<file path="config.mk">
export PLATFORM = sky130hd
export DESIGN_NAME = keyboard_wedge_card_track_capture
export DESIGN_NICKNAME = d
export VERILOG_FILES = /design/src/sv/kwctc_pkg.sv /design/src/sv/keyboard_wedge_card_track_capture.sv
export SDC_FILE = /design/constraint.sdc
export NUM_CORES = 1
export LEC_CHECK = 0
export ABC_AREA = 1
export BUFFER_PORTS_ARGS = -buffer_cell sky130_fd_sc_hd__buf_2
export CORE_AREA = 2 2 571 289
export DETAILED_ROUTE_END_ITERATION = 10
export DIE_AREA = 0 0 573 291
export SYNTH_ARGS = -nofsm -noshare
export SYNTH_HDL_FRONTEND = slang
export SYNTH_SLANG_ARGS = --single-unit
</file>
<file path="constraint.sdc">
create_clock -name i_clk -period 7.1 [get_ports i_clk]
set_input_delay 1.42 -clock i_clk [delete_from_list [all_inputs] [get_ports i_clk]]
set_output_delay 1.42 -clock i_clk [all_outputs]
set_load 0.005 [all_outputs]
</file>
<file path="src/sv/kwctc_pkg.sv">
`timescale 1ns / 1ps
`default_nettype none
// ----------------------------------------------------------------------------
// Keyboard wedge card track capture - shared definitions
// Operation codes, register indexes, key codes and the accent folding table.
// ----------------------------------------------------------------------------
package kwctc_pkg;

    // Request operations
    typedef enum logic [1:0] {
        OP_KEY   = 2'd0,
        OP_CLEAR = 2'd1,
        OP_RD1   = 2'd2,
        OP_RD2   = 2'd3
    } t_op;

    // Configuration register indexes
    typedef enum logic [2:0] {
        CFG_ENABLE      = 3'd0,
        CFG_IDLE_MINUS  = 3'd1,
        CFG_ALT_LAYOUT  = 3'd2,
        CFG_SINGLE      = 3'd3,
        CFG_TIMEOUT     = 3'd4
    } t_cfg_idx;

    typedef enum logic [1:0] {
        TRK_NONE = 2'd0,
        TRK_1    = 2'd1,
        TRK_2    = 2'd2
    } t_track;

    typedef enum logic {
        CAP_IDLE   = 1'b0,
        CAP_ACTIVE = 1'b1
    } t_cap_state;

    localparam int KEY_W = 17;

    localparam logic signed [KEY_W-1:0] KEY_IDLE_HIGH  = 17'sd61440;
    localparam logic signed [KEY_W-1:0] KEY_IDLE_MINUS = -17'sd999;
    localparam logic signed [KEY_W-1:0] KEY_PERCENT    = 17'sd37;
    localparam logic signed [KEY_W-1:0] KEY_SEMICOLON  = 17'sd59;
    localparam logic signed [KEY_W-1:0] KEY_QUESTION   = 17'sd63;
    localparam logic signed [KEY_W-1:0] KEY_UNDERSCORE = 17'sd95;
    localparam logic signed [KEY_W-1:0] KEY_ESC        = 17'sd27;
    localparam logic signed [KEY_W-1:0] KEY_CR         = 17'sd13;
    localparam logic signed [KEY_W-1:0] KEY_ALT_START  = 17'sd241;

    localparam logic [7:0] TIMEOUT_RESET = 8'd8;

    // Fold accented letters to plain ASCII; return the low byte otherwise.
    function automatic logic [7:0] fold_accent(input logic signed [KEY_W-1:0] k);
        logic [7:0] f;
        begin
            f = k[7:0];
            case (k)
                -17'sd63, 17'sd193: f = 8'd65;
                -17'sd55:           f = 8'd69;
                -17'sd51:           f = 8'd73;
                -17'sd45, 17'sd224: f = 8'd79;
                -17'sd38, 17'sd218: f = 8'd85;
                -17'sd31:           f = 8'd97;
                -17'sd23:           f = 8'd101;
                -17'sd19:           f = 8'd105;
                -17'sd13, 17'sd243: f = 8'd111;
                -17'sd6,  17'sd250: f = 8'd117;
                default:            f = k[7:0];
            endcase
            return f;
        end
    endfunction

endpackage
`default_nettype wire

</file>
<file path="src/sv/keyboard_wedge_card_track_capture.sv">
// A request is held in the input register once accepted; its result is loaded
// into the output register as soon as that register is free or being drained.
// Throughput: one request per cycle unless the output stalls; the key update
// is one pass of logic between the input and output registers, one store write.
// Reset (synchronous, active low) clears capture state, lengths and ready flags
// and returns config to its reset values; track stores are not cleared.
`timescale 1ns / 1ps
`default_nettype none
// ----------------------------------------------------------------------------
// Keyboard wedge card track capture
// Pulls magnetic-stripe track data out of a keystroke stream, swallowing the
// consumed keys, and serves read-back of the captured track bytes.
// ----------------------------------------------------------------------------
module keyboard_wedge_card_track_capture
    import kwctc_pkg::*;
#(
    parameter int TRACK1_DEPTH = 80,
    parameter int TRACK2_DEPTH = 50
) (
    input  wire logic                                  i_clk,
    input  wire logic                                  i_rst_n,

    // Configuration write port
    input  wire logic                                  i_cfg_we,
    input  wire logic [2:0]                            i_cfg_index,
    input  wire logic [7:0]                            i_cfg_data,

    // Request channel
    input  wire logic                                  i_in_valid,
    output logic                                       o_in_stall,
    input  wire logic [1:0]                            i_op,
    input  wire logic signed [16:0]                    i_key_in,
    input  wire logic [15:0]                           i_time_now,
    input  wire logic [6:0]                            i_read_index,

    // Result channel
    output logic                                       o_out_valid,
    input  wire logic                                  i_out_stall,
    output logic signed [16:0]                         o_key_out,
    output logic                                       o_card_ready,
    output logic                                       o_track1_done,
    output logic                                       o_capturing,
    output logic [7:0]                                 o_read_byte,
    output logic [$clog2(TRACK1_DEPTH+1)-1:0]          o_track1_length,
    output logic [$clog2(TRACK2_DEPTH+1)-1:0]          o_track2_length
);

    localparam int A1W = $clog2(TRACK1_DEPTH);
    localparam int A2W = $clog2(TRACK2_DEPTH);
    localparam int L1W = $clog2(TRACK1_DEPTH + 1);
    localparam int L2W = $clog2(TRACK2_DEPTH + 1);

    // ------------------------------------------------------------------
    // Configuration registers
    // ------------------------------------------------------------------
    logic       r_enable;
    logic       r_idle_minus;
    logic       r_alt_layout;
    logic       r_single;
    logic [7:0] r_timeout;

    always_ff @(posedge i_clk) begin
        if (!i_rst_n) begin
            r_enable     <= 1'b0;
            r_idle_minus <= 1'b0;
            r_alt_layout <= 1'b0;
            r_single     <= 1'b0;
            r_timeout    <= TIMEOUT_RESET;
        end else if (i_cfg_we) begin
            unique case (i_cfg_index)
                CFG_ENABLE:     r_enable     <= i_cfg_data[0];
                CFG_IDLE_MINUS: r_idle_minus <= i_cfg_data[0];
                CFG_ALT_LAYOUT: r_alt_layout <= i_cfg_data[0];
                CFG_SINGLE:     r_single     <= i_cfg_data[0];
                CFG_TIMEOUT:    r_timeout    <= i_cfg_data;
                default: ;  // unmapped index: drop the write
            endcase
        end
    end

    // ------------------------------------------------------------------
    // Handshake: input register feeds the output register. The output
    // register holds under stall; the input register moves forward as soon
    // as the output register is free or being drained.
    // ------------------------------------------------------------------
    logic r_in_valid;
    logic r_out_valid;
    logic move;
    logic in_accept;

    assign move       = r_in_valid && (!r_out_valid || !i_out_stall);
    assign o_in_stall = r_in_valid && !move;
    assign in_accept  = i_in_valid && !o_in_stall;
    assign o_out_valid = r_out_valid;

    t_op                     r_in_op;
    logic signed [KEY_W-1:0] r_in_key;
    logic [15:0]             r_in_time;
    logic [6:0]              r_in_idx;

    always_ff @(posedge i_clk) begin
        if (!i_rst_n) begin
            r_in_valid  <= 1'b0;
            r_out_valid <= 1'b0;
        end else begin
            if (in_accept) begin
                r_in_valid <= 1'b1;
            end else if (move) begin
                r_in_valid <= 1'b0;
            end
            if (move) begin
                r_out_valid <= 1'b1;
            end else if (!i_out_stall) begin
                r_out_valid <= 1'b0;
            end
        end
    end

    // Request payload: no reset needed
    always_ff @(posedge i_clk) begin
        if (in_accept) begin
            r_in_op   <= t_op'(i_op);
            r_in_key  <= i_key_in;
            r_in_time <= i_time_now;
            r_in_idx  <= i_read_index;
        end
    end

    // ------------------------------------------------------------------
    // Capture state
    // ------------------------------------------------------------------
    t_cap_state r_state,     n_state;
    t_track     r_track,     n_track;
    logic [1:0] r_ready,     n_ready;
    logic [15:0] r_last_tick, n_last_tick;
    logic [L1W-1:0] r_len1,  n_len1;
    logic [L2W-1:0] r_len2,  n_len2;

    logic signed [KEY_W-1:0] n_key;
    logic signed [KEY_W-1:0] r_out_key;
    logic signed [KEY_W-1:0] idle_key;
    logic signed [KEY_W-1:0] t1_start;
    logic signed [KEY_W-1:0] t2_start;
    logic [15:0]             elapsed;
    logic                    is_start;
    logic                    t1_end;
    logic                    t2_end;
    logic                    w1_en;
    logic                    w2_en;
    logic [7:0]              w1_data;
    logic                    rd_hit;

    assign idle_key = r_idle_minus ? KEY_IDLE_MINUS : KEY_IDLE_HIGH;
    assign t1_start = r_alt_layout ? KEY_SEMICOLON : KEY_PERCENT;
    assign t2_start = r_alt_layout ? KEY_PERCENT : KEY_SEMICOLON;
    assign elapsed  = r_in_time - r_last_tick;
    assign w1_data  = fold_accent(r_in_key);

    assign is_start = (r_in_key == KEY_PERCENT) || (r_in_key == KEY_SEMICOLON) ||
                      (r_in_key == KEY_ALT_START);
    assign t1_end   = (r_alt_layout && (r_in_key == KEY_CR)) ||
                      (r_in_key == KEY_QUESTION) || (r_in_key == KEY_UNDERSCORE);
    assign t2_end   = (r_in_key == KEY_CR) || (r_in_key == KEY_UNDERSCORE) ||
                      (r_in_key == KEY_QUESTION);

    // Next state and result key for the request in the input register
    always_comb begin
        n_state     = r_state;
        n_track     = r_track;
        n_ready     = r_ready;
        n_last_tick = r_last_tick;
        n_len1      = r_len1;
        n_len2      = r_len2;
        n_key       = idle_key;
        w1_en       = 1'b0;
        w2_en       = 1'b0;

        unique case (r_in_op)
            OP_KEY: begin
                n_key = r_in_key;
                // Capture off, or the minus no-key code: pass the key untouched
                if (r_enable && (r_in_key != KEY_IDLE_MINUS)) begin
                    if (r_state == CAP_ACTIVE) begin
                        if (r_in_key == idle_key) begin
                            // No key: check for an abandoned swipe
                            if (elapsed > {8'd0, r_timeout}) begin
                                if ((r_track == TRK_1) && (r_len1 == '0)) begin
                                    n_key = t1_start;
                                end else if ((r_track == TRK_2) && (r_len2 == '0)) begin
                                    n_key = t2_start;
                                end
                                n_state = CAP_IDLE;
                            end
                        end else begin
                            if (r_track == TRK_1) begin
                                if (t1_end) begin
                                    n_state = CAP_IDLE;
                                    if (r_single) begin
                                        n_ready[1] = 1'b1;
                                        n_len2     = '0;
                                    end else begin
                                        n_ready[0] = 1'b1;
                                    end
                                end else if (r_len1 < L1W'(TRACK1_DEPTH)) begin
                                    w1_en  = 1'b1;
                                    n_len1 = r_len1 + L1W'(1);
                                end else begin
                                    n_state = CAP_IDLE;  // store full
                                end
                            end else if (r_track == TRK_2) begin
                                if (t2_end) begin
                                    n_state    = CAP_IDLE;
                                    n_ready[1] = 1'b1;
                                    if (r_single) begin
                                        n_len1 = '0;
                                    end
                                end else if (r_len2 < L2W'(TRACK2_DEPTH)) begin
                                    w2_en  = 1'b1;
                                    n_len2 = r_len2 + L2W'(1);
                                end else begin
                                    n_state = CAP_IDLE;  // store full
                                end
                            end
                            n_last_tick = r_in_time;
                            n_key       = idle_key;
                        end
                    end else if (is_start) begin
                        n_state     = CAP_ACTIVE;
                        n_last_tick = r_in_time;
                        if (r_in_key == t1_start) begin
                            n_len1  = '0;
                            n_track = TRK_1;
                        end else begin
                            n_len2  = '0;
                            n_track = TRK_2;
                        end
                        n_key = idle_key;
                    end

                    // Card waiting: swallow everything but escape and no-key codes
                    if ((n_key != KEY_ESC) && (n_key != KEY_IDLE_HIGH) &&
                        (n_key != KEY_IDLE_MINUS) && (n_track != TRK_NONE) &&
                        (n_ready != 2'b00)) begin
                        n_key = idle_key;
                    end
                end
            end
            OP_CLEAR: n_ready = 2'b00;
            OP_RD1:   ;
            OP_RD2:   ;
        endcase
    end

    assign rd_hit = ((r_in_op == OP_RD1) && ({1'b0, r_in_idx} < 8'(r_len1))) ||
                    ((r_in_op == OP_RD2) && ({1'b0, r_in_idx} < 8'(r_len2)));

    always_ff @(posedge i_clk) begin
        if (!i_rst_n) begin
            r_state     <= CAP_IDLE;
            r_track     <= TRK_NONE;
            r_ready     <= 2'b00;
            r_last_tick <= '0;
            r_len1      <= '0;
            r_len2      <= '0;
        end else if (move) begin
            r_state     <= n_state;
            r_track     <= n_track;
            r_ready     <= n_ready;
            r_last_tick <= n_last_tick;
            r_len1      <= n_len1;
            r_len2      <= n_len2;
        end
    end

    // ------------------------------------------------------------------
    // Track stores: one write and one registered read per request. Reads
    // happen as the request moves to the output register, so every earlier
    // write is already in place.
    // ------------------------------------------------------------------
    logic [7:0] r_mem1 [TRACK1_DEPTH];
    logic [7:0] r_mem2 [TRACK2_DEPTH];
    logic [7:0] r_rd1_q;
    logic [7:0] r_rd2_q;
    logic       r_rd_hit;
    logic       r_rd_sel;

    always_ff @(posedge i_clk) begin
        if (move) begin
            if (w1_en) begin
                r_mem1[r_len1[A1W-1:0]] <= w1_data;
            end
            r_rd1_q <= r_mem1[r_in_idx[A1W-1:0]];
        end
    end

    always_ff @(posedge i_clk) begin
        if (move) begin
            if (w2_en) begin
                r_mem2[r_len2[A2W-1:0]] <= r_in_key[7:0];
            end
            r_rd2_q <= r_mem2[r_in_idx[A2W-1:0]];
        end
    end

    // Result payload
    always_ff @(posedge i_clk) begin
        if (move) begin
            r_out_key <= n_key;
            r_rd_hit  <= rd_hit;
            r_rd_sel  <= (r_in_op == OP_RD2);
        end
    end

    // Status fields come straight from the state: it only changes when a new
    // result is loaded, so it always matches the result on display.
    always_comb begin
        o_capturing = (r_state == CAP_ACTIVE);
    end

    assign o_key_out       = r_out_key;
    assign o_card_ready    = r_ready[1];
    assign o_track1_done   = r_ready[0];
    assign o_track1_length = r_len1;
    assign o_track2_length = r_len2;
    assign o_read_byte     = r_rd_hit ? (r_rd_sel ? r_rd2_q : r_rd1_q) : 8'd0;

    // ------------------------------------------------------------------
    // Assertions
    // ------------------------------------------------------------------
    a_len_bound: assert property (@(posedge i_clk) disable iff (!i_rst_n)
        (r_len1 <= L1W'(TRACK1_DEPTH)) && (r_len2 <= L2W'(TRACK2_DEPTH)))
        else $error("track length past store depth");

    a_track_when_active: assert property (@(posedge i_clk) disable iff (!i_rst_n)
        (r_state == CAP_ACTIVE) |-> (r_track != TRK_NONE))
        else $error("capturing with no track open");

    a_clear_ready: assert property (@(posedge i_clk) disable iff (!i_rst_n)
        (move && (r_in_op == OP_CLEAR)) |=> (r_ready == 2'b00))
        else $error("ready flags survived a clear request");

    a_write_needs_capture: assert property (@(posedge i_clk) disable iff (!i_rst_n)
        (move && (w1_en || w2_en)) |-> (r_state == CAP_ACTIVE))
        else $error("store written while not capturing");

endmodule
`default_nettype wire
</file>
==> reports/metrics.yaml <==
status: "complete, no violations"
powerDensity_mw_per_mm2: 263
timing.final.hold_violations: 0
vdd_drop_max_v: 0.000208
crit_family: "simple AND/OR/NAND/NOR gates"
grt_max_degree: 185
r2r-end: "r_mem2[34][4]$_DFFE_PP_"
tns_ps: 0
ys.warnings.count: 0
hp-start: "r_last_tick[9]$_SDFFE_PN0P_"
crit-reg2reg-launch: "r_in_key[1]$_DFFE_PP_"
postCtsSetupBuffers: 0
antenna_found_initial: 6
grt_overflow_total: 0
setup_viol: 0
cap_violations: 0
layout.nets: 4139
cts_resized: 0
die_width_um: 573
syn2layout_area_growth_pct: 12.9
power_mw: 14.3
diodes: 0
gp_congestion: 0.928
min-delay-path-class: "flip-flop to flip-flop"
critPathArrivalTime_ps: 5610
cts_tree: "yes"
ctsHoldBuffers: 0
cts_num_sinks: 1165
htreeDepth: 3
worstMarginPinSlew_ps: 1270
clockRootBuffer: "clkbuf_16"
num_rows: 105
synth_seq_cells: 1165
endpoint_kind: "flip-flop"
grt_pass1_wl_um: 217000
path_cells: "nor2_4 -> nand2_1 -> nor3_1 -> nand2_1 -> nand2_1 -> inv_2 -> nand3_1 -> nor2_1 -> inv_1 -> nor3_1 -> nand4_1 -> nor2_1"
port_buffers: 100
whs_path_depth: 2
hpwl_um: 96700
maxSlewHeadroom_pct: 14.8
yosysTopAreaCell: "edfxtp_1"
num_vias: 33800
crit_top_cell: "nand2_1"
drc: 0
ys_seq_area_share_pct: 71.5
die_area_mm2: 0.167
leakage_nw: 17.5
grt_setup_unrepaired: "false"
synthCells: 4029
first_global_vias: 31200
async_flop_share_pct: 0
path_buf_inv: 2
timing.final.crit_share_pct: 74.5
final_layout_size_suffix_gt1_share_pct: 8.24
clock_skew_ps: 32.2
fillers: 16000
drv_slew: 0
ys.flop_type: "edfxtp_1"
insertion_delay_ps: 710
dr.pass1.iters: 6
netlist_area_mm2: 0.0482
cts_made_buffers: 97
synth-edff-count: 1117
finalWirelength_um: 150000
wl_per_cell_um: 23.7
coreArea_mm2: 0.162
slowest_delay_ps: 1000
critPathKind: "flip-flop to flip-flop"
ios: 101
worst-r2r-cell-count: 12
critPathLaunchType: "flip-flop"
die_h_um: 291
synth_top_area_share_pct: 69.5
postSynthAreaPerCell_um2: 12.0
max_freq_mhz: 189
initial_core_util_pct: 29.7
hold-path-endpoint: "r_last_tick[9]$_SDFFE_PN0P_"
drt_iter0_drc: 5379
netlist_top_cells_area: "edfxtp_1 (70%), o21ai_0 (6.9%), nor2_1 (6.6%)"
postRouteAntennaNets: 0
clk_pin_slew_worst_paths_ps: 70
syn_nets: 4126
r2r_slack_ps: 1810
cts_buffer_depth: 3
path_max_fanout: 19
crit_required_ps: 7420
final.min_clock_period_ps: 5290
synth_cell_type_count: 58
cp_slowest_cell: "nor3_1"
viasPerCell: 5.36
track_usage_pct: 17.4
==> tightest hold or removal path: stages, from the launching register on <==
cell     delay [ps]
dfxtp_1         300
inv_1            60
a21oi_1          60
==> worst max path at each step <==
stage,from,to,slack [ps],depth (start not counted)
final,r_in_key[1]$_DFFE_PP_,r_mem2[34][4]$_DFFE_PP_,1810,12
after floorplan,i_out_stall,r_mem2[0][0]$_DFFE_PP_,1750,7
after CTS,r_in_key[4]$_DFFE_PP_,r_mem2[45][2]$_DFFE_PP_,2060,13
after global routing,r_in_key[4]$_DFFE_PP_,r_mem2[38][1]$_DFFE_PP_,1440,13
after global placement,i_out_stall,r_mem2[38][1]$_DFFE_PP_,1880,9
after detailed placement,i_out_stall,r_mem2[45][0]$_DFFE_PP_,1750,9
==> layout make-up <==
type / instances / area (um^2) / area share (%)
sequential: 1165 / 34500 / 63.3
clock buffer: 124 / 2580 / 4.73
inverter: 170 / 653 / 1.20
tap: 2193 / 2740 / 5.04
clock inverter: 58 / 754 / 1.38
multi-input combinational: 2455 / 12300 / 22.5
timing repair buffer: 153 / 973 / 1.79
==> stage by stage <==
stage | hold WS [ps] | worst slack, ps | util, % | instance area [um^2] | std cells
2_1_floorplan | 433 | 1750 | - | 48200 | 4029
3_3_place_gp | 444 | 1880 | 31.5 | 51200 | 6136
3_5_place_dp | 455 | 1750 | 31.5 | 51200 | 6136
4_1_cts | 467 | 2060 | 33.6 | 54500 | 6318
5_1_grt | 497 | 1440 | 33.6 | 54500 | 6318
6_report | 464 | 1810 | 33.6 | 54500 | 6318
==> sequential cells by signal, summed over array words and instances, names as in the netlist, 7 cells and up <==
name,count
r_mem1,640
r_mem2,400
o_key_out,17
r_in_key,17
r_in_time,16
r_last_tick,16
r_rd1_q,8
r_rd2_q,8
r_timeout,8
o_track1_length,7
r_in_idx,7
==> where the power goes <==
part	total [mW]	switching [mW]	internal (mW)	leakage, nW
combinational	0.970	0.740	0.229	5.37
sequential	7.58	0.0248	7.56	10.5
clock	5.76	2.58	3.18	1.62
==> synthesized netlist by cell type, types with 3 or more instances <==
cell / instances
edfxtp_1: 1117
nor2_1: 852
o21ai_0: 662
nand2_1: 245
clkbuf_1: 229
o22ai_1: 207
inv_1: 156
nand3_1: 107
a21oi_1: 87
o221ai_1: 83
dfxtp_1: 48
ha_1: 38
nor3_1: 21
nand4_1: 18
o211ai_1: 18
a31oi_1: 17
buf_1: 8
inv_2: 8
xor2_1: 8
a211oi_1: 7
a32o_1: 7
nor4_1: 7
o311ai_0: 7
clkinv_1: 6
a22oi_1: 5
nand2_2: 5
o21ai_1: 5
and2_1: 4
nor2_4: 4
o32ai_1: 4
nand3_2: 3
o21bai_1: 3
==> cell usage in the layout, fill, tap and decap left out, types with 21 or more instances in the layout <==
master     instances
o22ai_1          207
nand3_1          107
nand2_1          244
o21ai_0          662
clkbuf_1          23
nor2_1           850
clkbuf_16         98
buf_4             47
o221ai_1          83
buf_2            100
inv_1            152
edfxtp_1        1117
dfxtp_1           48
ha_1              38
a21oi_1           84
nor3_1            21
==> cell families after synthesis <==
kind of cell               after synthesis  synth area share (%)
AOI/OAI and AO/OA                     1129                  13.4
xor gates and xnor gates                10                 0.182
adders and majority gates               39                  1.03
buffers and inverters                  409                  3.20
DFF                                   1165                  71.5
and+or+nand+nor                       1277                  10.7
==> metal layers <==
layer | vias to the layer above | track usage, % | share of wire (%) | wire length (um)
met5 | - | 0 | 0.0053 | 8
met4 | 2 | 2.50 | 1.1 | 1660
met3 | 148 | 8.09 | 16 | 24100
met2 | 2100 | 20.9 | 36 | 54300
met1 | 16800 | 27.7 | 47 | 69900
li1 | 14800 | - | - | -
No activity file was read; power rests on OpenSTA's default activity.
